File: config.mk
export PLATFORM = sky130hd
export DESIGN_NAME = sphd_ctrl
export DESIGN_NICKNAME = d
export VERILOG_FILES = /design/src/design/sphd_pkg.sv /design/src/design/sphd_ctrl.sv
export SDC_FILE = /design/constraint.sdc
export NUM_CORES = 1
export LEC_CHECK = 0
export ABC_AREA = 0
export BUFFER_PORTS_ARGS = -buffer_cell sky130_fd_sc_hd__buf_2
export CORE_UTILIZATION = 45
export CTS_CLUSTER_SIZE = 8
export DETAILED_ROUTE_END_ITERATION = 12
export PLACE_DENSITY = 0.7
export SETUP_SLACK_MARGIN = 0.2
export SLEW_MARGIN = 25
export SYNTH_ARGS = -nofsm -noshare
export SYNTH_HDL_FRONTEND = slang
export SYNTH_SLANG_ARGS = --single-unit
File: constraint.sdc
create_clock -name clock -period 2 [get_ports clock]
set_clock_uncertainty 0.05 [all_clocks]
set_input_delay 0.4 -clock clock [delete_from_list [all_inputs] [get_ports clock]]
set_output_delay 0.4 -clock clock [all_outputs]
set_load 0.02 [all_outputs]
File: src/design/sphd_pkg.sv
// ----------------------------------------------------------------------------
// sphd_pkg
// types and constants shared by the density summation unit and its sub-blocks
// ----------------------------------------------------------------------------
`default_nettype none

package sphd_pkg;

   // request action codes
   localparam logic [2:0] ACT_SELF  = 3'd0;
   localparam logic [2:0] ACT_CLEAR = 3'd1;
   localparam logic [2:0] ACT_PAIR  = 3'd2;
   localparam logic [2:0] ACT_ADD   = 3'd3;
   localparam logic [2:0] ACT_WRITE = 3'd4;
   localparam logic [2:0] ACT_READ  = 3'd5;

   // configuration register indexes
   localparam int CSR_INDEX_W = 3;
   localparam logic [CSR_INDEX_W-1:0] CSR_KERNEL_MODE       = 3'd0;
   localparam logic [CSR_INDEX_W-1:0] CSR_THREE_DIMENSIONAL = 3'd1;
   localparam logic [CSR_INDEX_W-1:0] CSR_NORM_TWO_D        = 3'd2;
   localparam logic [CSR_INDEX_W-1:0] CSR_NORM_THREE_D      = 3'd3;
   localparam logic [CSR_INDEX_W-1:0] CSR_INVERSE_SMOOTHING = 3'd4;
   localparam logic [CSR_INDEX_W-1:0] CSR_CUTOFF_SQUARED    = 3'd5;

   // multiplier operand selects
   localparam logic [3:0] MUL_NONE = 4'd0;
   localparam logic [3:0] MUL_DX   = 4'd1;
   localparam logic [3:0] MUL_DY   = 4'd2;
   localparam logic [3:0] MUL_DZ   = 4'd3;
   localparam logic [3:0] MUL_RINV = 4'd4;
   localparam logic [3:0] MUL_K1   = 4'd5;
   localparam logic [3:0] MUL_K2   = 4'd6;
   localparam logic [3:0] MUL_K3   = 4'd7;
   localparam logic [3:0] MUL_WN   = 4'd8;
   localparam logic [3:0] MUL_MB   = 4'd9;
   localparam logic [3:0] MUL_MA   = 4'd10;
   localparam logic [3:0] MUL_SELF = 4'd11;

   // accumulator operations
   localparam logic [1:0] ACC_HOLD = 2'd0;
   localparam logic [1:0] ACC_LOAD = 2'd1;
   localparam logic [1:0] ACC_ADD  = 2'd2;

   // kernel weight selects
   localparam logic [1:0] W_ZERO    = 2'd0;
   localparam logic [1:0] W_CUBIC   = 2'd1;
   localparam logic [1:0] W_QUINTIC = 2'd2;

   // store write selects
   localparam logic [1:0] WR_NONE  = 2'd0;
   localparam logic [1:0] WR_STORE = 2'd1;
   localparam logic [1:0] WR_ADD_A = 2'd2;
   localparam logic [1:0] WR_ADD_B = 2'd3;

   typedef struct packed {
      logic [2:0]         action;
      logic [11:0]        index_a;
      logic [11:0]        index_b;
      logic [31:0]        mass_a;
      logic [31:0]        mass_b;
      logic               enabled_a;
      logic               enabled_b;
      logic signed [31:0] delta_x;
      logic signed [31:0] delta_y;
      logic signed [31:0] delta_z;
      logic [31:0]        operand_value;
   } req_type;

   typedef struct packed {
      logic [31:0] density_value;
      logic        saturated;
   } rsp_type;

   typedef struct packed {
      logic        kernel_mode;
      logic        three_dimensional;
      logic [31:0] norm_two_d;
      logic [31:0] norm_three_d;
      logic [31:0] inverse_smoothing;
      logic [31:0] cutoff_squared;
   } cfg_type;

   typedef struct packed {
      logic       load;
      logic [3:0] mul_sel;
      logic [1:0] acc_op;
      logic       root_init;
      logic       root_step;
      logic       q_load;
      logic       tmp_load;
      logic       w_load;
      logic [1:0] w_sel;
      logic       weight_load;
      logic       ca_load;
      logic       cb_load;
      logic       rd_b;
      logic [1:0] wr_sel;
      logic       out_load;
   } cmd_type;

   typedef struct packed {
      logic [2:0] action;
      logic       in_cutoff;
      logic       q_big;
      logic       quintic;
   } stat_type;

endpackage

`default_nettype wire

File: src/design/sphd_ctrl.sv
// ----------------------------------------------------------------------------
// sphd_ctrl
// sequencer that steps the datapath through each request's action
// ----------------------------------------------------------------------------
`default_nettype none

module sphd_ctrl (
   input  wire logic          clock,
   input  wire logic          reset,
   input  wire logic          start,
   input  wire logic [2:0]    start_action,
   input  sphd_pkg::stat_type stat,
   output sphd_pkg::cmd_type  cmd,
   output logic               busy,
   output logic               rsp_valid
);
   import sphd_pkg::*;

   localparam logic [4:0] S_IDLE  = 5'd0;
   localparam logic [4:0] S_MSELF = 5'd1;
   localparam logic [4:0] S_WSTO  = 5'd2;
   localparam logic [4:0] S_SQX   = 5'd3;
   localparam logic [4:0] S_SQY   = 5'd4;
   localparam logic [4:0] S_SQZ   = 5'd5;
   localparam logic [4:0] S_SUM   = 5'd6;
   localparam logic [4:0] S_CMP   = 5'd7;
   localparam logic [4:0] S_ROOT  = 5'd8;
   localparam logic [4:0] S_QMUL  = 5'd9;
   localparam logic [4:0] S_QLD   = 5'd10;
   localparam logic [4:0] S_K1    = 5'd11;
   localparam logic [4:0] S_K2    = 5'd12;
   localparam logic [4:0] S_K3    = 5'd13;
   localparam logic [4:0] S_K4    = 5'd14;
   localparam logic [4:0] S_WN    = 5'd15;
   localparam logic [4:0] S_WLD   = 5'd16;
   localparam logic [4:0] S_CA    = 5'd17;
   localparam logic [4:0] S_CB    = 5'd18;
   localparam logic [4:0] S_CBL   = 5'd19;
   localparam logic [4:0] S_RDA   = 5'd20;
   localparam logic [4:0] S_ADDA  = 5'd21;
   localparam logic [4:0] S_RDB   = 5'd22;
   localparam logic [4:0] S_ADDB  = 5'd23;
   localparam logic [4:0] S_FRD   = 5'd24;
   localparam logic [4:0] S_FOUT  = 5'd25;

   logic [4:0] state_ff, state_in;
   logic [4:0] cnt_ff, cnt_in;
   logic       valid_ff;

   always_comb begin
      state_in = state_ff;
      cnt_in   = cnt_ff;
      cmd      = '0;
      case (state_ff)
         S_IDLE: begin
            if (start) begin
               cmd.load = 1'b1;
               case (start_action)
                  ACT_SELF:  state_in = S_MSELF;
                  ACT_CLEAR: state_in = S_WSTO;
                  ACT_WRITE: state_in = S_WSTO;
                  ACT_PAIR:  state_in = S_SQX;
                  ACT_ADD:   state_in = S_RDA;
                  default:   state_in = S_FRD;
               endcase
            end
         end
         S_MSELF: begin cmd.mul_sel = MUL_SELF; state_in = S_WSTO; end
         S_WSTO:  begin cmd.wr_sel = WR_STORE; state_in = S_FRD; end
         S_SQX:   begin cmd.mul_sel = MUL_DX; state_in = S_SQY; end
         S_SQY: begin
            cmd.mul_sel = MUL_DY;
            cmd.acc_op  = ACC_LOAD;
            state_in    = S_SQZ;
         end
         S_SQZ: begin
            cmd.mul_sel = MUL_DZ;
            cmd.acc_op  = ACC_ADD;
            state_in    = S_SUM;
         end
         S_SUM: begin cmd.acc_op = ACC_ADD; state_in = S_CMP; end
         S_CMP: begin
            if (stat.in_cutoff) begin
               cmd.root_init = 1'b1;
               cnt_in        = '0;
               state_in      = S_ROOT;
            end else begin
               state_in = S_FRD;
            end
         end
         S_ROOT: begin
            cmd.root_step = 1'b1;
            cnt_in        = cnt_ff + 5'd1;
            if (cnt_ff == 5'd31) begin
               state_in = S_QMUL;
            end
         end
         S_QMUL: begin cmd.mul_sel = MUL_RINV; state_in = S_QLD; end
         S_QLD:  begin cmd.q_load = 1'b1; state_in = S_K1; end
         S_K1: begin
            if (stat.q_big) begin
               cmd.w_load = 1'b1;
               cmd.w_sel  = W_ZERO;
               state_in   = S_WN;
            end else begin
               cmd.mul_sel = MUL_K1;
               state_in    = S_K2;
            end
         end
         S_K2: begin
            cmd.mul_sel  = MUL_K2;
            cmd.tmp_load = 1'b1;
            state_in     = S_K3;
         end
         S_K3: begin
            if (stat.quintic) begin
               cmd.mul_sel = MUL_K3;
               state_in    = S_K4;
            end else begin
               cmd.w_load = 1'b1;
               cmd.w_sel  = W_CUBIC;
               state_in   = S_WN;
            end
         end
         S_K4: begin
            cmd.w_load = 1'b1;
            cmd.w_sel  = W_QUINTIC;
            state_in   = S_WN;
         end
         S_WN:  begin cmd.mul_sel = MUL_WN; state_in = S_WLD; end
         S_WLD: begin cmd.weight_load = 1'b1; state_in = S_CA; end
         S_CA:  begin cmd.mul_sel = MUL_MB; state_in = S_CB; end
         S_CB: begin
            cmd.mul_sel = MUL_MA;
            cmd.ca_load = 1'b1;
            state_in    = S_CBL;
         end
         S_CBL: begin cmd.cb_load = 1'b1; state_in = S_RDA; end
         S_RDA: state_in = S_ADDA;
         S_ADDA: begin
            cmd.wr_sel = WR_ADD_A;
            state_in   = (stat.action == ACT_PAIR) ? S_RDB : S_FRD;
         end
         S_RDB:  begin cmd.rd_b = 1'b1; state_in = S_ADDB; end
         S_ADDB: begin cmd.wr_sel = WR_ADD_B; state_in = S_FRD; end
         S_FRD:  state_in = S_FOUT;
         S_FOUT: begin cmd.out_load = 1'b1; state_in = S_IDLE; end
         default: state_in = S_IDLE;
      endcase
   end

   always_ff @(posedge clock) begin
      if (reset) begin
         state_ff <= S_IDLE;
         cnt_ff   <= '0;
         valid_ff <= 1'b0;
      end else begin
         state_ff <= state_in;
         cnt_ff   <= cnt_in;
         valid_ff <= cmd.out_load;
      end
   end

   assign busy      = state_ff != S_IDLE;
   assign rsp_valid = valid_ff;

endmodule

`default_nettype wire
; Yosys cells after proc, flatten, opt, wreduce, memory -nomap -nowiden
; Index checks and enable logic that the tools add are counted.
[word_totals]
latch_bits = 0
n_memories = 0
in_bits = 12
wordCells = 77
mem_bits_ro = 0
reg_bits = 11
mem_bits_rw = 0
output_inout_bits = 23
[classes]
shifts = 0
mux = 30
magnitude_cmp = 0
n_bitwise = 0
eq_ne = 34
div_mod_pow = 0
n_reduce_logical = 9
mul = 0
addsub = 1
[op_table]
columns = cell, n
row1 = 5-bit case mux with 24 select lines, 1
row2 = "5-bit equality test, second input constant", 11
row3 = 4-bit case mux with 11 select lines, 1
row4 = "5-bit by 4-bit equality test with 1-bit output, second input constant", 8
row5 = "5-bit by 3-bit equality test with 1-bit output, second input constant", 4
row6 = 5-bit 2-to-1 mux, 4
row7 = 5-bit case mux with 4 select lines, 1
row8 = 1-bit 2-to-1 mux, 13
row9 = 3-bit 2-to-1 mux, 4
row10 = "5-bit by 2-bit equality test with 1-bit output, second input constant", 2
row11 = 5-bit case mux with 2 select lines, 1
row12 = "3-bit by 2-bit equality test with 1-bit output, second input constant", 3
row13 = 3-bit case mux with 3 select lines, 1
row14 = "2-bit inequality test, second input constant", 3
row15 = 2-bit case mux with 3 select lines, 1
row16 = 2-bit OR reduction, 3
row17 = "5-bit by 1-bit adder with 5-bit output, second input constant", 1
row18 = "5-bit by 1-bit equality test with 1-bit output, second input constant", 1
row19 = 5-bit zero test, 1
row20 = 5-bit nonzero test, 1
row21 = 4-bit 2-to-1 mux, 1
row22 = 2-bit case mux with 2 select lines, 1
row23 = 2-bit AND reduction, 2
row24 = "3-bit by 1-bit equality test with 1-bit output, second input constant", 1
row25 = other kinds (4), 4

; Depth between registers and ports, before layout
[depth]
depth_word = 5
ltp_mapped = 6
mapped_depth_nobuf = 5

; Worst setup path after synthesis
; Ideal clock, no wire load.
[synth_timing]
kind = flip-flop to output port
startpoint = reg state_ff[2]
endpoint = out cmd[7] (netlist name)
t_required_ns = 1.550
t_arrival_ns = 1.501
n_path_buf = 1
path_stages_with_launch = 5
setup_slack_ns = 0.049
cell_sequence = dfxtp_1 buf_4 inv_2 or3_1 nor3_1
[synth_rtl]
columns = element, line_no
row1 = from (decl), sphd_ctrl.sv:46  ; logic [4:0] state_ff, state_in;
row2 = from (signal assigned), sphd_ctrl.sv:158  ; state_ff <= state_in;
row3 = to (decl), sphd_ctrl.sv:13  ; output sphd_pkg::cmd_type cmd,

==> key figures <==
Pwr
  – Leak: 0.8581 nW
  – Pwr dens: 1419 nW/um2
  – Peak VDD IR: 1.254 mV
  – Tot Pwr: 2.847 mW

Drt
  – Routed WL: 5628 um
  – Remaining DRCs: 0
  – DR WL/cell: 21.98 um
  – First-iteration detailed-routing DRC count: 174
  – Vias: 1661
  – DR pass1 iterations: 5
  – Vias per cell: 6.488
  – Antenna-violating nets left: 0

Synthesis
  – Syn Area/Cell: 7.219 um2
  – Count of cell types in the netlist: 47
  – Number of synthesized flops with an enable pin: 0
  – Gate Count Post-Synth: 152
  – Post-Synthesis Cell Area: 1097 um2
  – Seq cells post-synth: 11
  – Syn Nets: 166
  – Yosys warns: 0
  – Fraction of registers with async set/reset: 0%
  – Sequential-to-total area share from yosys stat: 20.07%
  – Main synth FF type: dfxtp_1

Global routing
  – Vias in the first global route: 1277
  – Congestion Overflow GR: 0
  – Initial antenna violation count: 0
  – First-pass GRT wire length: 5796 um
  – Largest net degree at the start of global routing: 19
  – GRT Resource Usage Total: 29.28%

STA
  – Worst-margin pin slew: 0.4695 ns
  – Maximum achievable frequency: 481.4 MHz
  – Hold slack: 0.3421 ns
  – Fin crit share: 103.9%
  – Final hold violation count: 0
  – Final min period: 2.077 ns
  – Number of setup violations in the final report: 2
  – Total negative slack: -0.1003 ns
  – Final WS setup: -0.07712 ns
  – Rel. slew slack: 68.70%
  – Slew Viols, Final: 0
  – RSZ-0062 raised after global routing: true

Final layout
  – Cell area after layout: 2007 um2
  – Final nets: 243
  – # diodes: 0
  – Syn-to-layout area delta: 82.90%
  – Count of non-filler cells in the finished layout: 256
  – Filler instances: 105
  – Final design utilization: 89.01%
  – Most frequent cells in the layout: buf_4 (44), buf_6 (18), buf_2 (14)
  – Commonest non-fill, non-tap cell in the layout: buf_4
  – Layout cells sized above 1: 60.53%

Place
  – Worst slack at placement: 0.1846 ns
  – Routability cong.: 0.8378
  – DP Area: 1340 um2
  – Hpwl dp: 2267 um
  – Input/output buffers: 34
  – Dpl cells: 214

Clocking
  – Clock Pin Slew Worst Setup and Hold Paths: 0.09 ns
  – CTS tree: built
  – Inserted Clock Buffers: 3
  – Num Clock Sinks: 11
  – Clock buffer depth: 2
  – Clock root buffer: clkbuf_4
  – Clock Latency Late Sink: 0.28 ns
  – H-tree Lvls: 1

Outcome
  – Status: complete, but fails checks
  – Violated checks: setup timing

Die
  – Initial Util: 48.67%
  – Die Height: 51.38 um
  – Num ports: 35
  – Row cnt: 17
  – Die ar.: 2640 um2
  – Die W: 51.38 um
  – Core Area: 2255 um2

Worst setup path
  – Worst path arrival time: 1.63 ns
  – Worst Path Max Fanout: 15
  – Startpoint types: flip-flop
  – CP Class: flip-flop to output port
  – Setup crit end kind: output port
  – CP Data Required Time: 1.55 ns

Min path
  – Worst Hold Class: primary input to flip-flop

Job
  – Max-Cap Viols: 0
-- flip-flops by register name (all words and copies together) (netlist names) --
signal     cells
cnt_ff         5
state_ff       5
rsp_valid      1
-- path summary, 6_finish.rpt --
check	from	end	slack [ns]	cells past startpoint
setup / recovery	state_ff[4]	cmd[17]	-0.08	5
hold / removal	reset	cnt_ff[4]	0.34	2
setup reg to reg	state_ff[4]	cnt_ff[2]	0.02	11
hold reg to reg	cnt_ff[4]	cnt_ff[4]	0.47	2
-- power by group --
| part | internal (mW) | switching (mW) |
|---|---|---|
| Sequential | 0.284 | 0.110 |
| Combinational | 1.12 | 1.16 |
| Clock | 0.0775 | 0.0953 |
| Total | 1.48 | 1.37 |
-- cell usage after synthesis (all sizes together) (3+ instances only) --
cell type,n,area [um2]
and3,3,18.77
or2,3,18.77
inv,8,30.03
nor3b,3,22.52
buf,9,65.06
a21o,3,22.52
or3,6,37.54
nor2,12,60.06
nand2b,6,37.54
o21ai,11,55.05
dfxtp,11,220.2
nand2,11,41.29
a31oi,3,18.77
nor3,12,70.07
a21oi,11,55.05
nand4,3,18.77
nand3,9,57.56
-- cell families (layout without fill, tap and decap cells) --
kind of cell               count (synthesis)  count (layout)  share of synthesized area, %
and+or+nand+nor                           75              75                         40.48
AOI/OAI and AO/OA                         42              42                         24.97
buffers and inverters                     18              94                         9.008
DFF                                       11              11                         20.07
xor gates and xnor gates                   4               4                         3.193
adders and majority gates                  2               2                         2.280
-- metal layers --
metal	part of all wire, %	track usage (%)	wire, um
met3	10	6.250	567
met2	46	45.45	2566
met1	40	39.64	2225
met4	4.8	9.910	269
met5	0	0	0
-- what timing repair did --
| item | 4_1_cts | 5_1_grt |
|---|---|---|
| hold buffers | 0 | 0 |
| cloned | 0 | 1 |
| setup endpoints to repair | 23 | 22 |
| resized for setup | 38 | 60 |
| setup buffers | 17 | 20 |
| pin swaps | 6 | 13 |
-- layout make-up --
cell class | instances | area (um2) | share of cell area, %
Sequential cell | 11 | 239.0 | 11.91
Clock buffer | 4 | 26.28 | 1.309
Timing Repair Buffer | 82 | 713.2 | 35.54
Multi-Input combinational cell | 123 | 954.7 | 47.57
Tap cell | 28 | 35.03 | 1.746
Inverter | 8 | 38.79 | 1.933
-- worst max-delay path, stage by stage (launching register included) --
cell and delay [ns]:
dfxtp_4 0.40, buf_12 0.16, nor2_2 0.28, a22oi_1 0.14, o21ai_1 0.18, buf_4 0.17
Power figures use the tool's default switching activity.
