$ cat src/design/sphd_pkg.sv
// ----------------------------------------------------------------------------
// sphd_pkg
// types and constants shared by the density summation unit and its sub-blocks
// ----------------------------------------------------------------------------
`default_nettype none

package sphd_pkg;

   // request action codes
   localparam logic [2:0] ACT_SELF  = 3'd0;
   localparam logic [2:0] ACT_CLEAR = 3'd1;
   localparam logic [2:0] ACT_PAIR  = 3'd2;
   localparam logic [2:0] ACT_ADD   = 3'd3;
   localparam logic [2:0] ACT_WRITE = 3'd4;
   localparam logic [2:0] ACT_READ  = 3'd5;

   // configuration register indexes
   localparam int CSR_INDEX_W = 3;
   localparam logic [CSR_INDEX_W-1:0] CSR_KERNEL_MODE       = 3'd0;
   localparam logic [CSR_INDEX_W-1:0] CSR_THREE_DIMENSIONAL = 3'd1;
   localparam logic [CSR_INDEX_W-1:0] CSR_NORM_TWO_D        = 3'd2;
   localparam logic [CSR_INDEX_W-1:0] CSR_NORM_THREE_D      = 3'd3;
   localparam logic [CSR_INDEX_W-1:0] CSR_INVERSE_SMOOTHING = 3'd4;
   localparam logic [CSR_INDEX_W-1:0] CSR_CUTOFF_SQUARED    = 3'd5;

   // multiplier operand selects
   localparam logic [3:0] MUL_NONE = 4'd0;
   localparam logic [3:0] MUL_DX   = 4'd1;
   localparam logic [3:0] MUL_DY   = 4'd2;
   localparam logic [3:0] MUL_DZ   = 4'd3;
   localparam logic [3:0] MUL_RINV = 4'd4;
   localparam logic [3:0] MUL_K1   = 4'd5;
   localparam logic [3:0] MUL_K2   = 4'd6;
   localparam logic [3:0] MUL_K3   = 4'd7;
   localparam logic [3:0] MUL_WN   = 4'd8;
   localparam logic [3:0] MUL_MB   = 4'd9;
   localparam logic [3:0] MUL_MA   = 4'd10;
   localparam logic [3:0] MUL_SELF = 4'd11;

   // accumulator operations
   localparam logic [1:0] ACC_HOLD = 2'd0;
   localparam logic [1:0] ACC_LOAD = 2'd1;
   localparam logic [1:0] ACC_ADD  = 2'd2;

   // kernel weight selects
   localparam logic [1:0] W_ZERO    = 2'd0;
   localparam logic [1:0] W_CUBIC   = 2'd1;
   localparam logic [1:0] W_QUINTIC = 2'd2;

   // store write selects
   localparam logic [1:0] WR_NONE  = 2'd0;
   localparam logic [1:0] WR_STORE = 2'd1;
   localparam logic [1:0] WR_ADD_A = 2'd2;
   localparam logic [1:0] WR_ADD_B = 2'd3;

   typedef struct packed {
      logic [2:0]         action;
      logic [11:0]        index_a;
      logic [11:0]        index_b;
      logic [31:0]        mass_a;
      logic [31:0]        mass_b;
      logic               enabled_a;
      logic               enabled_b;
      logic signed [31:0] delta_x;
      logic signed [31:0] delta_y;
      logic signed [31:0] delta_z;
      logic [31:0]        operand_value;
   } req_type;

   typedef struct packed {
      logic [31:0] density_value;
      logic        saturated;
   } rsp_type;

   typedef struct packed {
      logic        kernel_mode;
      logic        three_dimensional;
      logic [31:0] norm_two_d;
      logic [31:0] norm_three_d;
      logic [31:0] inverse_smoothing;
      logic [31:0] cutoff_squared;
   } cfg_type;

   typedef struct packed {
      logic       load;
      logic [3:0] mul_sel;
      logic [1:0] acc_op;
      logic       root_init;
      logic       root_step;
      logic       q_load;
      logic       tmp_load;
      logic       w_load;
      logic [1:0] w_sel;
      logic       weight_load;
      logic       ca_load;
      logic       cb_load;
      logic       rd_b;
      logic [1:0] wr_sel;
      logic       out_load;
   } cmd_type;

   typedef struct packed {
      logic [2:0] action;
      logic       in_cutoff;
      logic       q_big;
      logic       quintic;
   } stat_type;

endpackage

`default_nettype wire

$ cat src/design/sphd_csr.sv
// ----------------------------------------------------------------------------
// sphd_csr
// configuration registers of the density summation unit
// ----------------------------------------------------------------------------
`default_nettype none

module sphd_csr (
   input  wire logic                             clock,
   input  wire logic                             reset,
   input  wire logic                             csr_we,
   input  wire logic [sphd_pkg::CSR_INDEX_W-1:0] csr_index,
   input  wire logic [31:0]                      csr_wdata,
   output sphd_pkg::cfg_type                     cfg
);
   import sphd_pkg::*;

   cfg_type cfg_ff;

   always_ff @(posedge clock) begin
      if (reset) begin
         cfg_ff.kernel_mode       <= 1'b0;
         cfg_ff.three_dimensional <= 1'b1;
         cfg_ff.norm_two_d        <= 32'd65536;
         cfg_ff.norm_three_d      <= 32'd65536;
         cfg_ff.inverse_smoothing <= 32'd65536;
         cfg_ff.cutoff_squared    <= 32'd262144;
      end else if (csr_we) begin
         case (csr_index)
            CSR_KERNEL_MODE:       cfg_ff.kernel_mode       <= csr_wdata[0];
            CSR_THREE_DIMENSIONAL: cfg_ff.three_dimensional <= csr_wdata[0];
            CSR_NORM_TWO_D:        cfg_ff.norm_two_d        <= csr_wdata;
            CSR_NORM_THREE_D:      cfg_ff.norm_three_d      <= csr_wdata;
            CSR_INVERSE_SMOOTHING: cfg_ff.inverse_smoothing <= csr_wdata;
            CSR_CUTOFF_SQUARED:    cfg_ff.cutoff_squared    <= csr_wdata;
            default: ;
         endcase
      end
   end

   assign cfg = cfg_ff;

endmodule

`default_nettype wire

$ cat config.mk
export PLATFORM = sky130hd
export DESIGN_NAME = sphd_csr
export DESIGN_NICKNAME = d
export VERILOG_FILES = /design/src/design/sphd_pkg.sv /design/src/design/sphd_csr.sv
export SDC_FILE = /design/constraint.sdc
export NUM_CORES = 1
export LEC_CHECK = 0
export BUFFER_PORTS_ARGS = -buffer_cell sky130_fd_sc_hd__buf_4
export CAP_MARGIN = 20
export CORE_ASPECT_RATIO = 1.25
export CORE_MARGIN = 8
export CORE_UTILIZATION = 45
export DETAILED_ROUTE_END_ITERATION = 10
export HOLD_SLACK_MARGIN = 0.12
export PLACE_DENSITY = 0.69
export SYNTH_ARGS = -nofsm -noshare
export SYNTH_HDL_FRONTEND = slang
export SYNTH_SLANG_ARGS = --single-unit
export TNS_END_PERCENT = 1
$ cat constraint.sdc
create_clock -name clock -period 1.05 [get_ports clock]
set_input_delay 0.105 -clock clock [delete_from_list [all_inputs] [get_ports clock]]
set_output_delay 0.105 -clock clock [all_outputs]
set_load 0.1 [all_outputs]
; ---- After elaboration in Yosys (flattened, before gate mapping)
; Index checks and enable logic that the tools add are counted.
[totals]
input_bits = 38
latch_bits = 0
out_inout_bits = 130
rom_bits = 0
mem_count = 0
wordCells = 18
mem_bits_rw = 0
regBits = 130
[op_classes]
n_div = 0
n_bitwise = 0
shift = 0
mul = 0
eq_ne = 5
n_addsub = 0
n_lt_le_gt_ge = 0
mux = 0
n_reduce_logical = 7
[op_table]
columns = operator, n
row1 = $reduce_and A2 Y1, 6
row2 = $eq A3 B2 Y1 const B, 2
row3 = $eq A3 B3 Y1 const B, 2
row4 = $eq A3 B1 Y1 const B, 1
row5 = $logic_not A3 Y1, 1

; ---- Logic depth before layout (Yosys ltp)
; Gate-level depths: netlist of run 1.
[depth]
depth_word = 2
depth_mapped = 5
ltp_nobuf = 2

; ---- Least setup slack after synthesis of run 1
; Ideal clock, no wire load.
[synth_timing]
kind = register -> register
start = reg cfg[18] (netlist name)
end = reg cfg_ff, in the netlist cfg[18]
setup_slack_ns = -0.188
path_stages_with_launch = 3
period_less_slack_ns = 1.238
arrival_time_ns = 1.166
t_required_ns = 0.978
n_path_buf = 0
setup_time_ns = 0.072
path_cell_list = dfxtp_1 > nor2_1 > mux2i_1
[synth_lines]
columns = item, line
row1 = end: declaration, sphd_csr.sv:17  ; cfg_type cfg_ff;

; ---- Worst setup path in the final report of run 1
[layout_timing]
start = reg cfg_ff, in the netlist cfg[118]
end = out cfg[118] (netlist name)
[layout_lines]
columns = item, line
row1 = end: declaration, sphd_csr.sv:13  ; output sphd_pkg::cfg_type cfg
; No word-level cell between the ends.

==> flow_summary.html, run 1 <==
<table>
<tr><th>Metric</th><th>Value</th></tr>
<tr><th colspan="2">Setup path</th></tr>
<tr><td>Endpoint type of the worst setup path</td><td>output port</td></tr>
<tr><td>Data arrival time of the critical path</td><td>970 ps</td></tr>
<tr><td>Family with the most delay on the worst path</td><td>flip-flops</td></tr>
<tr><td>Startpoint type of the worst setup path</td><td>flop</td></tr>
<tr><td>Peak fanout along the critical path</td><td>2</td></tr>
<tr><td>Crit-path slowest cell</td><td>dfxtp_4</td></tr>
<tr><td>Critical path data required time</td><td>940 ps</td></tr>
<tr><td>CP Cell Sequence</td><td>buf_12</td></tr>
<tr><td>Worst reg-to-reg path cell count</td><td>2</td></tr>
<tr><td>Number of cells on the critical path</td><td>1</td></tr>
<tr><td>Number of buffers and inverters on the critical path</td><td>1</td></tr>
<tr><td>Biggest cell delay along the critical path</td><td>370 ps</td></tr>
<tr><td>Category of the critical setup timing path</td><td>flop to output port</td></tr>
<tr><th colspan="2">Final layout</th></tr>
<tr><td>Count of filler cells inserted in the layout</td><td>563</td></tr>
<tr><td>Area of the multi-input gates</td><td>0.00243 mm²</td></tr>
<tr><td>Final standard cell count with taps included and fillers excluded</td><td>820</td></tr>
<tr><td>Area growth from synthesis to layout</td><td>83.6%</td></tr>
<tr><td>Sequential Area</td><td>0.00284 mm²</td></tr>
<tr><td>Antenna cells</td><td>0</td></tr>
<tr><td>Share of layout cells above drive strength 1</td><td>0.512</td></tr>
<tr><td>Net count, final</td><td>707</td></tr>
<tr><td>Number of flip-flops under the largest register name</td><td>130</td></tr>
<tr><td>Utilization after layout</td><td>0.832</td></tr>
<tr><th colspan="2">Min path</th></tr>
<tr><td>Worst hold stages</td><td>3</td></tr>
<tr><td>Hold/Removal Path Class</td><td>input port to flop</td></tr>
<tr><th colspan="2">Clock tree</th></tr>
<tr><td>Cell at the root of the clock tree</td><td>clkbuf_16</td></tr>
<tr><td>Longest Clk Path Bufs</td><td>2</td></tr>
<tr><td>Maximum level of the CTS H-tree</td><td>4</td></tr>
<tr><td>Number of sinks driven by the clock tree</td><td>130</td></tr>
<tr><td>Clock Pin Slew Worst Setup and Hold Paths</td><td>60 ps</td></tr>
<tr><td>TritonCTS clock tree</td><td>done</td></tr>
<tr><td>Post CTS Setup Buffer Count</td><td>0</td></tr>
<tr><td>Number of buffers added by the clock tree synthesis step</td><td>17</td></tr>
<tr><td>Clock insertion delay at the later pin of the skew report</td><td>410 ps</td></tr>
<tr><th colspan="2">Timing</th></tr>
<tr><td>Share of the clock period used by the worst path</td><td>1.03</td></tr>
<tr><td>Final Hold Fails</td><td>0</td></tr>
<tr><td>Count of pins over their slew limit</td><td>0</td></tr>
<tr><td>Transition time of the tightest slew-check pin</td><td>266 ps</td></tr>
<tr><td>Number of failing setup endpoints in the final timing report</td><td>66</td></tr>
<tr><td>Unrepaired setup endpoints after global routing</td><td>true</td></tr>
<tr><td>Worst-case headroom to the max-slew limit</td><td>0.823</td></tr>
<tr><td>Setup clock skew after layout</td><td>0 ps</td></tr>
<tr><td>Slack of the critical path</td><td>-26.4 ps</td></tr>
<tr><td>Min Clock Period, post-route</td><td>1080 ps</td></tr>
<tr><td>Worst hold slack after final layout</td><td>165 ps</td></tr>
<tr><td>Fmax</td><td>929 MHz</td></tr>
<tr><th colspan="2">Global routing</th></tr>
<tr><td>Vias in the first global route</td><td>4,529</td></tr>
<tr><td>Largest net degree at the start of global routing</td><td>68</td></tr>
<tr><td>Total routing resource utilization after global routing</td><td>0.227</td></tr>
<tr><td>Initial antenna violation count</td><td>0</td></tr>
<tr><td>Global-route wire length before repair</td><td>26,600 µm</td></tr>
<tr><td>Total congestion overflow</td><td>0</td></tr>
<tr><th colspan="2">Power</th></tr>
<tr><td>Final total power</td><td>13,400 µW</td></tr>
<tr><td>Areal power density over the cells</td><td>1410 mW/mm²</td></tr>
<tr><td>Leakage component of the power</td><td>0.00422 µW</td></tr>
<tr><td>Largest vdd supply drop</td><td>1150 µV</td></tr>
<tr><th colspan="2">Route</th></tr>
<tr><td>Post-detailed-route via-to-cell ratio</td><td>5.01</td></tr>
<tr><td>Number of nets with antenna violations after detailed routing</td><td>0</td></tr>
<tr><td>Detailed-route wire length</td><td>16,900 µm</td></tr>
<tr><td>Number of DRC violations after detailed-routing iteration 0</td><td>115</td></tr>
<tr><td>Wirelength per Cell</td><td>20.6 µm</td></tr>
<tr><td>Length of the first detailed-routing pass in iterations</td><td>4</td></tr>
<tr><td>Via Count</td><td>4,107</td></tr>
<tr><td>Total DRC errors in the routed layout</td><td>0</td></tr>
<tr><th colspan="2">Placement</th></tr>
<tr><td>Count of placed standard cells including taps</td><td>753</td></tr>
<tr><td>Number of I/O port buffers</td><td>167</td></tr>
<tr><td>Placement-stage worst setup slack</td><td>-24.6 ps</td></tr>
<tr><td>HPWL reported at the end of detailed placement</td><td>9650 µm</td></tr>
<tr><td>Final GP Congestion</td><td>0.764</td></tr>
<tr><th colspan="2">Synth</th></tr>
<tr><td>Synth top area share</td><td>0.501</td></tr>
<tr><td>Synth top area cells</td><td>dfxtp_1, mux2i_1, nand2b_1, clkbuf_1, buf_4</td></tr>
<tr><td>Number of synthesized register bits</td><td>130</td></tr>
<tr><td>Sequential-to-total area share from yosys stat</td><td>0.501</td></tr>
<tr><td>EDFF count, synth</td><td>0</td></tr>
<tr><td>Netlist area before placement</td><td>0.00519 mm²</td></tr>
<tr><td>Avg Cell Area, Syn</td><td>11.1 µm²</td></tr>
<tr><td>Cells after Synth</td><td>466</td></tr>
<tr><td>Post-synthesis cell type with the largest combined area</td><td>dfxtp_1</td></tr>
<tr><td>Top cells by instance count after synthesis</td><td>nand2b_1, dfxtp_1, mux2i_1</td></tr>
<tr><td>Net Count, Synth</td><td>504</td></tr>
<tr><td>Fraction of registers with async set/reset</td><td>0</td></tr>
<tr><td>Synthesis warning total</td><td>0</td></tr>
<tr><td>Most numerous cell in the Yosys netlist</td><td>nand2b_1</td></tr>
<tr><td>Cell variety after synth</td><td>15</td></tr>
<tr><td>Most frequently used flop master after synthesis</td><td>dfxtp_1</td></tr>
<tr><th colspan="2">Status</th></tr>
<tr><td>Violated checks</td><td>setup timing</td></tr>
<tr><td>Result of the run</td><td>finished with violations</td></tr>
<tr><th colspan="2">Floorplanning</th></tr>
<tr><td>Initial standard-cell utilization of the core</td><td>0.453</td></tr>
<tr><td>Standard-cell rows</td><td>44</td></tr>
<tr><td>Total I/O pin count</td><td>168</td></tr>
<tr><td>Overall die area</td><td>0.0153 mm²</td></tr>
<tr><td>Die outline height</td><td>136 µm</td></tr>
<tr><td>Core region area</td><td>0.0115 mm²</td></tr>
<tr><td>Die width</td><td>112 µm</td></tr>
<tr><th colspan="2">Job</th></tr>
<tr><td>Max-capacitance violation count</td><td>0</td></tr>
</table>
==> power by group <==
part / switching (µW) / internal, µW
combinational: 1200 / 847
clock: 2230 / 4020
sequential: 127 / 5000
total: 3560 / 9870
==> stage by stage <==
| stage | TNS, ps | instance area, µm² |
|---|---|---|
| after floorplan | -23240 | 5190 |
| after global placement | 0 | 6680 |
| after detailed placement | -106 | 6680 |
| after CTS | -1820 | 9440 |
| after global routing | -4660 | 9530 |
| final | -378 | 9530 |
==> placed cells by master, fill, tap and decap left out, drive strengths merged <==
cell         synthesis  layout
buf                 16     182
nand2b             157     157
mux2i              130     130
dfxtp              130     130
dlygate4sd3          0      35
clkbuf              17      18
nor2                 8       8
clkinv               0       6
clkinvlp             0       4
bufinv               0       4
and4bb               2       2
nand4b               2       2
nand4bb              2       2
and4b                1       1
nor4b                1       1
==> logic make-up (layout without fill, tap and decap cells) <==
group | after synthesis | count (layout) | synth area share
and+or+nand+nor | 173 | 173 | 0.212
muxes | 130 | 130 | 0.251
DFF | 130 | 130 | 0.501
buffers and inverters | 33 | 249 | 0.0357
==> repair_timing <==
action / in CTS / in global routing
setup endpoints to repair: 130 / 131
resized for setup: 522 / 28
hold buffers: 33 / 2
hold endpoints to repair: 127 / 1
==> metal layers <==
layer,vias up,part of all wire,track usage
li1,1947,-,-
met1,2010,0.38,0.229
met2,125,0.53,0.416
met3,25,0.065,0.0884
met4,0,0.020,0.0894
met5,-,0,0
==> worst paths after layout <==
path                 start  endpoint  slack (ps)
setup / recovery  cfg[118]  cfg[118]         -30
hold / removal      csr_we  cfg[129]         170
setup reg to reg   cfg[27]   cfg[27]         310
hold reg to reg    cfg[96]   cfg[96]         490
==> area by class of cell <==
class | instances | area share
sequential | 130 | 0.298
tap | 138 | 0.0181
timing repair buffer | 217 | 0.363
clock inverter | 14 | 0.0197
multi-input combinational | 303 | 0.255
clock buffer | 18 | 0.0461
(Power assumes the default switching activity.)
==> run 2: changes to the inputs <==
CORE_UTILIZATION = 30   (was 45)
CTS_CLUSTER_DIAMETER = 30   (was unset)
MAX_ROUTING_LAYER = met4   (was unset)
PLACE_DENSITY = 0.49   (was 0.69)
==> run 2 against run 1 <==
Compared with the run above:
- the flow still finishes with violations (setup timing)
- total power shrank 2.5%
- highest routed layer unchanged
- register-to-register slack gained 100 ps
- clock power down 4.5%
- design area is 0.42% higher
- first-iteration DRC count shrank 6.1%
- non-clock buffer count down 1
- die area up 43%
- critical path type unchanged
- sequential power is essentially flat
==> flow_summary.html, run 2 (same netlist as run 1, synthesis figures left out) <==
<table>
<tr><th>Metric</th><th>Value</th></tr>
<tr><th colspan="2">Status</th></tr>
<tr><td>Result of the run</td><td>finished with violations (unchanged)</td></tr>
<tr><td>Violated checks</td><td>setup timing (unchanged)</td></tr>
<tr><th colspan="2">Setup path</th></tr>
<tr><td>Number of buffers and inverters on the critical path</td><td>1 (unchanged)</td></tr>
<tr><td>Biggest cell delay along the critical path</td><td>360 ps (was 370 ps)</td></tr>
<tr><td>Family with the most delay on the worst path</td><td>flip-flops (unchanged)</td></tr>
<tr><td>Category of the critical setup timing path</td><td>flop to output port (unchanged)</td></tr>
<tr><td>Startpoint type of the worst setup path</td><td>flop (unchanged)</td></tr>
<tr><td>Data arrival time of the critical path</td><td>950 ps (was 970 ps)</td></tr>
<tr><td>CP Cell Sequence</td><td>buf_12 (unchanged)</td></tr>
<tr><td>Critical path data required time</td><td>940 ps (about the same)</td></tr>
<tr><td>Crit-path slowest cell</td><td>dfxtp_2 (was dfxtp_4)</td></tr>
<tr><td>Endpoint type of the worst setup path</td><td>output port (unchanged)</td></tr>
<tr><td>Peak fanout along the critical path</td><td>2 (unchanged)</td></tr>
<tr><th colspan="2">Floorplanning</th></tr>
<tr><td>Die width</td><td>134 µm (was 112 µm)</td></tr>
<tr><td>Die outline height</td><td>163 µm (was 136 µm)</td></tr>
<tr><td>Total I/O pin count</td><td>168 (unchanged)</td></tr>
<tr><td>Core region area</td><td>0.0172 mm² (was 0.0115 mm²)</td></tr>
<tr><td>Standard-cell rows</td><td>54 (was 44)</td></tr>
<tr><td>Initial standard-cell utilization of the core</td><td>0.301 (was 0.453)</td></tr>
<tr><td>Overall die area</td><td>0.0218 mm² (was 0.0153 mm²)</td></tr>
<tr><th colspan="2">Global routing</th></tr>
<tr><td>Global-route wire length before repair</td><td>25,300 µm (was 26,600 µm)</td></tr>
<tr><td>Initial antenna violation count</td><td>0 (unchanged)</td></tr>
<tr><td>Largest net degree at the start of global routing</td><td>55 (was 68)</td></tr>
<tr><td>Vias in the first global route</td><td>4,412 (was 4,529)</td></tr>
<tr><td>Total routing resource utilization after global routing</td><td>0.154 (was 0.227)</td></tr>
<tr><td>Total congestion overflow</td><td>0 (unchanged)</td></tr>
<tr><th colspan="2">Timing</th></tr>
<tr><td>Slack of the critical path</td><td>-7.48 ps (was -26.4 ps)</td></tr>
<tr><td>Count of pins over their slew limit</td><td>0 (unchanged)</td></tr>
<tr><td>Transition time of the tightest slew-check pin</td><td>384 ps (was 266 ps)</td></tr>
<tr><td>Setup Total Neg Slack</td><td>-73.8 ps (was -378 ps)</td></tr>
<tr><td>Fmax</td><td>946 MHz (was 929 MHz)</td></tr>
<tr><td>Min Clock Period, post-route</td><td>1060 ps (was 1080 ps)</td></tr>
<tr><td>Number of failing setup endpoints in the final timing report</td><td>28 (was 66)</td></tr>
<tr><td>Worst-case headroom to the max-slew limit</td><td>0.741 (was 0.823)</td></tr>
<tr><td>Share of the clock period used by the worst path</td><td>1.01 (was 1.03)</td></tr>
<tr><td>Final Hold Fails</td><td>0 (unchanged)</td></tr>
<tr><td>Setup clock skew after layout</td><td>0 ps (unchanged)</td></tr>
<tr><td>Unrepaired setup endpoints after global routing</td><td>true (unchanged)</td></tr>
<tr><th colspan="2">Placement</th></tr>
<tr><td>HPWL reported at the end of detailed placement</td><td>11,000 µm (was 9650 µm)</td></tr>
<tr><td>Placed instance area</td><td>0.00678 mm² (was 0.00668 mm²)</td></tr>
<tr><td>Final GP Congestion</td><td>0.711 (was 0.764)</td></tr>
<tr><td>Number of I/O port buffers</td><td>167 (unchanged)</td></tr>
<tr><td>Count of placed standard cells including taps</td><td>841 (was 753)</td></tr>
<tr><th colspan="2">Route</th></tr>
<tr><td>Total DRC errors in the routed layout</td><td>0 (unchanged)</td></tr>
<tr><td>Length of the first detailed-routing pass in iterations</td><td>4 (unchanged)</td></tr>
<tr><td>Wirelength per Cell</td><td>17.6 µm (was 20.6 µm)</td></tr>
<tr><td>Number of nets with antenna violations after detailed routing</td><td>0 (unchanged)</td></tr>
<tr><td>Detailed-route wire length</td><td>15,900 µm (was 16,900 µm)</td></tr>
<tr><td>Post-detailed-route via-to-cell ratio</td><td>4.39 (was 5.01)</td></tr>
<tr><td>Via Count</td><td>3,975 (was 4,107)</td></tr>
<tr><td>Number of DRC violations after detailed-routing iteration 0</td><td>108 (was 115)</td></tr>
<tr><th colspan="2">Final layout</th></tr>
<tr><td>Most frequent cells in the layout</td><td>nand2b_1, buf_12, mux2i_1 (unchanged)</td></tr>
<tr><td>Final standard cell count with taps included and fillers excluded</td><td>905 (was 820)</td></tr>
<tr><td>Area of the multi-input gates</td><td>0.00243 mm² (about the same)</td></tr>
<tr><td>Area growth from synthesis to layout</td><td>84.4% (was 83.6%)</td></tr>
<tr><td>Count of filler cells inserted in the layout</td><td>1,417 (was 563)</td></tr>
<tr><td>Most common cell after layout, fill and taps aside</td><td>nand2b_1 (unchanged)</td></tr>
<tr><td>Antenna cells</td><td>0 (unchanged)</td></tr>
<tr><td>Number of flip-flops under the largest register name</td><td>130 (unchanged)</td></tr>
<tr><td>Sequential Area</td><td>0.00285 mm² (was 0.00284 mm²)</td></tr>
<tr><td>Final instance area</td><td>0.00957 mm² (was 0.00953 mm²)</td></tr>
<tr><td>Share of layout cells above drive strength 1</td><td>0.511 (was 0.512)</td></tr>
<tr><td>Net count, final</td><td>706 (was 707)</td></tr>
<tr><th colspan="2">Min path</th></tr>
<tr><td>Hold/Removal Path Class</td><td>input port to flop (unchanged)</td></tr>
<tr><th colspan="2">Clock tree</th></tr>
<tr><td>Maximum level of the CTS H-tree</td><td>4 (unchanged)</td></tr>
<tr><td>Clock Pin Slew Worst Setup and Hold Paths</td><td>60 ps (about the same)</td></tr>
<tr><td>Post CTS Setup Buffer Count</td><td>0 (unchanged)</td></tr>
<tr><td>Cell at the root of the clock tree</td><td>clkbuf_16 (unchanged)</td></tr>
<tr><td>Number of buffers added by the clock tree synthesis step</td><td>17 (unchanged)</td></tr>
<tr><td>Longest Clk Path Bufs</td><td>2 (unchanged)</td></tr>
<tr><td>Number of sinks driven by the clock tree</td><td>130 (unchanged)</td></tr>
<tr><td>Clock insertion delay at the later pin of the skew report</td><td>410 ps (about the same)</td></tr>
<tr><td>TritonCTS clock tree</td><td>done (unchanged)</td></tr>
<tr><td>Number of hold-repair buffers added at the cts stage</td><td>32 (was 33)</td></tr>
<tr><th colspan="2">Power</th></tr>
<tr><td>Internal power consumption</td><td>9660 µW (was 9870 µW)</td></tr>
<tr><td>Largest vdd supply drop</td><td>810 µV (was 1150 µV)</td></tr>
<tr><td>Leakage component of the power</td><td>0.00420 µW (was 0.00422 µW)</td></tr>
<tr><td>Reported net switching power</td><td>3430 µW (was 3560 µW)</td></tr>
<tr><td>Areal power density over the cells</td><td>1370 mW/mm² (was 1410 mW/mm²)</td></tr>
<tr><td>Combinational group share of total power</td><td>0.154 (was 0.153)</td></tr>
<tr><td>Switching part of the total power</td><td>0.262 (was 0.265)</td></tr>
<tr><td>Part of the total power dissipated in sequential elements</td><td>0.391 (was 0.382)</td></tr>
<tr><td>Power share of the clock group</td><td>0.455 (was 0.465)</td></tr>
<tr><th colspan="2">Job</th></tr>
<tr><td>Max-capacitance violation count</td><td>0 (unchanged)</td></tr>
</table>
[run 2: per-stage QoR]
stage / total power (µW) / hold slack (ps) / utilization / setup WS (ps)
2_1_floorplan: 6400 / 257 / - / -188
3_3_place_gp: 6860 / 372 / 0.394 / -7.67
3_5_place_dp: 6880 / 380 / 0.394 / -45.1
4_1_cts: 13300 / 6.62 / 0.553 / -37.6
5_1_grt: 13600 / 44.5 / 0.555 / -46.9
6_report: 13100 / 25.3 / 0.555 / -7.48
[run 2: final cells by class]
type	count	area share
timing repair buffer	216	0.357
sequential	130	0.298
multi-input combinational	303	0.254
clock buffer	21	0.0481
tap	224	0.0293
clock inverter	11	0.0141
[run 2: tightest hold or removal path: cells and delay by family]
kind	cells	cell delay, ps
buf+inv	1	110
mux	1	110
simple gates	1	60
[run 2: repair_timing]
action                                  CTS  global route
hold endpoints to repair                127             1
gates resized for setup                 533            20
endpoints found under the setup margin  130           130
cloned                                    0             0
[run 2: worst paths after layout]
| check | start | endpoint | slack, ps | depth (start not counted) |
|---|---|---|---|---|
| setup / recovery | cfg[55] | cfg[55] | -7 | 1 |
| hold / removal | csr_index[2] | cfg[129] | 30 | 3 |
| setup reg to reg | cfg[3] | cfg[3] | 410 | 2 |
| hold reg to reg | cfg[97] | cfg[97] | 490 | 2 |
[run 2: power by group through the flow]
| stage | Combinational [µW] | Clock [µW] | Sequential (µW) |
|---|---|---|---|
| final | 2020 | 5960 | 5120 |
| after global routing | 2100 | 6340 | 5130 |
| after CTS | 2030 | 6110 | 5160 |
| after global placement | 1650 | 0 | 5220 |
| after floorplan | 416 | 0 | 5990 |
| after detailed placement | 1660 | 0 | 5220 |
[run 2: per-layer routing]
layer	up-vias	GRT usage	part of all wire
met5	-	-	0
met4	0	0.0476	0.010
met3	14	0.0542	0.061
met2	116	0.250	0.49
met1	1899	0.174	0.44
li1	1946	-	-
==> run 3: changes to the inputs <==
CELL_PAD_IN_SITES_DETAIL_PLACEMENT = 1   (was unset)
CELL_PAD_IN_SITES_GLOBAL_PLACEMENT = 1   (was unset)
PLACE_DENSITY = 0.61   (was 0.49)
==> run 3 against run 2 <==
Compared with the run above:
- the flow still finishes with violations (setup timing)
- register-to-register slack got worse by 130 ps
- via count rose by 3.3%
- worst setup slack got worse by 4.1 ps
- clock-buffer cell count rose by 5
- clock power fell by 7.9%
- largest power group unchanged
- highest routed layer unchanged
==> flow_summary.html, run 3 (same netlist as run 1, synthesis figures left out) <==
<table>
<tr><th>Metric</th><th>Value</th></tr>
<tr><th colspan="2">Placement</th></tr>
<tr><td>HPWL reported at the end of detailed placement</td><td>11,600 µm (was 11,000 µm)</td></tr>
<tr><td>Placement-stage worst setup slack</td><td>-43.9 ps (was -45.1 ps)</td></tr>
<tr><td>Final GP Congestion</td><td>0.707 (was 0.711)</td></tr>
<tr><td>Number of I/O port buffers</td><td>167 (unchanged)</td></tr>
<tr><td>Count of placed standard cells including taps</td><td>841 (unchanged)</td></tr>
<tr><th colspan="2">Timing</th></tr>
<tr><td>Final Hold Fails</td><td>0 (unchanged)</td></tr>
<tr><td>Worst hold slack after final layout</td><td>148 ps (was 25.3 ps)</td></tr>
<tr><td>Fmax</td><td>942 MHz (was 946 MHz)</td></tr>
<tr><td>Slack of the critical path</td><td>-11.6 ps (was -7.48 ps)</td></tr>
<tr><td>Transition time of the tightest slew-check pin</td><td>228 ps (was 384 ps)</td></tr>
<tr><td>Unrepaired setup endpoints after global routing</td><td>true (unchanged)</td></tr>
<tr><td>Setup Total Neg Slack</td><td>-195 ps (was -73.8 ps)</td></tr>
<tr><td>Count of pins over their slew limit</td><td>0 (unchanged)</td></tr>
<tr><td>Setup clock skew after layout</td><td>0 ps (unchanged)</td></tr>
<tr><td>Worst-case headroom to the max-slew limit</td><td>0.843 (was 0.741)</td></tr>
<tr><td>Min Clock Period, post-route</td><td>1060 ps (about the same)</td></tr>
<tr><td>Share of the clock period used by the worst path</td><td>1.01 (about the same)</td></tr>
<tr><td>Number of failing setup endpoints in the final timing report</td><td>47 (was 28)</td></tr>
<tr><th colspan="2">Route</th></tr>
<tr><td>Detailed-route wire length</td><td>18,200 µm (was 15,900 µm)</td></tr>
<tr><td>Number of DRC violations after detailed-routing iteration 0</td><td>112 (was 108)</td></tr>
<tr><td>Number of nets with antenna violations after detailed routing</td><td>0 (unchanged)</td></tr>
<tr><td>Via Count</td><td>4,108 (was 3,975)</td></tr>
<tr><td>Total DRC errors in the routed layout</td><td>0 (unchanged)</td></tr>
<tr><td>Length of the first detailed-routing pass in iterations</td><td>4 (unchanged)</td></tr>
<tr><td>Post-detailed-route via-to-cell ratio</td><td>4.53 (was 4.39)</td></tr>
<tr><td>Wirelength per Cell</td><td>20.0 µm (was 17.6 µm)</td></tr>
<tr><th colspan="2">Global routing</th></tr>
<tr><td>Total congestion overflow</td><td>0 (unchanged)</td></tr>
<tr><td>Initial antenna violation count</td><td>0 (unchanged)</td></tr>
<tr><td>Vias in the first global route</td><td>4,748 (was 4,412)</td></tr>
<tr><td>Largest net degree at the start of global routing</td><td>42 (was 55)</td></tr>
<tr><td>Global-route wire length before repair</td><td>28,200 µm (was 25,300 µm)</td></tr>
<tr><td>Total routing resource utilization after global routing</td><td>0.175 (was 0.154)</td></tr>
<tr><th colspan="2">Setup path</th></tr>
<tr><td>Category of the critical setup timing path</td><td>flop to output port (unchanged)</td></tr>
<tr><td>Worst flop-to-flop path endpoint</td><td>cfg[81] (was cfg[3])</td></tr>
<tr><td>Worst reg2reg startpoint</td><td>cfg[81] (was cfg[3])</td></tr>
<tr><td>Register-to-Register Setup Slack</td><td>280 ps (was 410 ps)</td></tr>
<tr><td>Biggest cell delay along the critical path</td><td>370 ps (was 360 ps)</td></tr>
<tr><td>Startpoint type of the worst setup path</td><td>flop (unchanged)</td></tr>
<tr><td>Family with the most delay on the worst path</td><td>flip-flops (unchanged)</td></tr>
<tr><td>Worst reg-to-reg path cell count</td><td>2 (unchanged)</td></tr>
<tr><td>Crit-path slowest cell</td><td>dfxtp_4 (was dfxtp_2)</td></tr>
<tr><td>Peak fanout along the critical path</td><td>2 (unchanged)</td></tr>
<tr><td>Critical path data required time</td><td>940 ps (about the same)</td></tr>
<tr><td>CP Cell Sequence</td><td>buf_12 (unchanged)</td></tr>
<tr><td>Number of buffers and inverters on the critical path</td><td>1 (unchanged)</td></tr>
<tr><td>Data arrival time of the critical path</td><td>960 ps (was 950 ps)</td></tr>
<tr><td>Endpoint type of the worst setup path</td><td>output port (unchanged)</td></tr>
<tr><th colspan="2">Floorplanning</th></tr>
<tr><td>Overall die area</td><td>0.0218 mm² (unchanged)</td></tr>
<tr><td>Initial standard-cell utilization of the core</td><td>0.301 (unchanged)</td></tr>
<tr><td>Die outline height</td><td>163 µm (unchanged)</td></tr>
<tr><td>Core region area</td><td>0.0172 mm² (unchanged)</td></tr>
<tr><td>Die width</td><td>134 µm (unchanged)</td></tr>
<tr><td>Standard-cell rows</td><td>54 (unchanged)</td></tr>
<tr><td>Total I/O pin count</td><td>168 (unchanged)</td></tr>
<tr><th colspan="2">Final layout</th></tr>
<tr><td>Sequential Area</td><td>0.00286 mm² (was 0.00285 mm²)</td></tr>
<tr><td>Number of flip-flops under the largest register name</td><td>130 (unchanged)</td></tr>
<tr><td>Area of the multi-input gates</td><td>0.00243 mm² (about the same)</td></tr>
<tr><td>Share of layout cells above drive strength 1</td><td>0.504 (was 0.511)</td></tr>
<tr><td>Count of filler cells inserted in the layout</td><td>1,682 (was 1,417)</td></tr>
<tr><td>Final standard cell count with taps included and fillers excluded</td><td>907 (was 905)</td></tr>
<tr><td>Most frequent cells in the layout</td><td>nand2b_1, buf_12, mux2i_1 (unchanged)</td></tr>
<tr><td>Most common cell after layout, fill and taps aside</td><td>nand2b_1 (unchanged)</td></tr>
<tr><td>Antenna cells</td><td>0 (unchanged)</td></tr>
<tr><td>Net count, final</td><td>709 (was 706)</td></tr>
<tr><td>Area growth from synthesis to layout</td><td>85.1% (was 84.4%)</td></tr>
<tr><th colspan="2">Clock tree</th></tr>
<tr><td>Number of buffers added by the clock tree synthesis step</td><td>17 (unchanged)</td></tr>
<tr><td>Longest Clk Path Bufs</td><td>2 (unchanged)</td></tr>
<tr><td>Cell at the root of the clock tree</td><td>clkbuf_16 (unchanged)</td></tr>
<tr><td>Number of sinks driven by the clock tree</td><td>130 (unchanged)</td></tr>
<tr><td>Post CTS Setup Buffer Count</td><td>0 (unchanged)</td></tr>
<tr><td>Maximum level of the CTS H-tree</td><td>4 (unchanged)</td></tr>
<tr><td>Clock Pin Slew Worst Setup and Hold Paths</td><td>60 ps (about the same)</td></tr>
<tr><td>TritonCTS clock tree</td><td>done (unchanged)</td></tr>
<tr><td>Clock insertion delay at the later pin of the skew report</td><td>400 ps (was 410 ps)</td></tr>
<tr><th colspan="2">Power</th></tr>
<tr><td>Largest vdd supply drop</td><td>872 µV (was 810 µV)</td></tr>
<tr><td>Leakage component of the power</td><td>0.00420 µW (about the same)</td></tr>
<tr><td>Final total power</td><td>12,700 µW (was 13,100 µW)</td></tr>
<tr><td>Areal power density over the cells</td><td>1320 mW/mm² (was 1370 mW/mm²)</td></tr>
<tr><th colspan="2">Min path</th></tr>
<tr><td>Worst hold stages</td><td>3 (unchanged)</td></tr>
<tr><td>Hold/Removal Path Class</td><td>input port to flop (unchanged)</td></tr>
<tr><td>Hold worst-path end</td><td>cfg[92] (was cfg[129])</td></tr>
<tr><td>Hold Crit Start</td><td>reset (was csr_index[2])</td></tr>
<tr><th colspan="2">Status</th></tr>
<tr><td>Violated checks</td><td>setup timing (unchanged)</td></tr>
<tr><td>Result of the run</td><td>finished with violations (unchanged)</td></tr>
<tr><th colspan="2">Job</th></tr>
<tr><td>Max-capacitance violation count</td><td>0 (unchanged)</td></tr>
</table>
run 3: worst max path at each step:
stage,from,endpoint,slack [ps],cells past startpoint
after floorplan,cfg[48],cfg[48],-190,2
after global placement,csr_index[2],cfg[101],-6,4
after detailed placement,csr_index[2],cfg[99],-40,4
after CTS,cfg[25],cfg[25],-40,1
after global routing,cfg[126],cfg[126],-50,1
final,cfg[66],cfg[66],-10,1
run 3: metrics by stage:
stage          instance area, µm²   util
2_1_floorplan                5190      -
3_3_place_gp                 6830  0.397
3_5_place_dp                 6830  0.397
4_1_cts                      9510  0.552
5_1_grt                      9610  0.558
6_report                     9610  0.558
run 3: where the power goes:
part	switching [µW]	internal [µW]	total [µW]
registers	128	4990	5120
logic	1210	862	2070
clock network	2070	3420	5490
total	3410	9270	12700
run 3: area by class of cell:
| type | instances | share of cell area |
|---|---|---|
| multi-input cells | 303 | 0.253 |
| flip-flops and latches | 130 | 0.297 |
| clock buffers | 26 | 0.0509 |
| well taps | 224 | 0.0292 |
| clock inverters | 5 | 0.00547 |
| repair buffers | 219 | 0.364 |
run 3: layer usage:
layer | wire (µm) | share of wire | vias up | global-route usage
li1 | - | - | 1949 | -
met1 | 6930 | 0.38 | 2001 | 0.179
met2 | 9650 | 0.53 | 137 | 0.302
met3 | 1220 | 0.067 | 21 | 0.0665
met4 | 355 | 0.020 | 0 | 0.0588
met5 | 0 | 0 | - | -
run 3: what timing repair did:
item | 4_1_cts | 5_1_grt
hold buffers | 33 | 2
resized for setup | 528 | 29
endpoints found under the hold margin | 129 | 1
setup endpoints to repair | 130 | 131
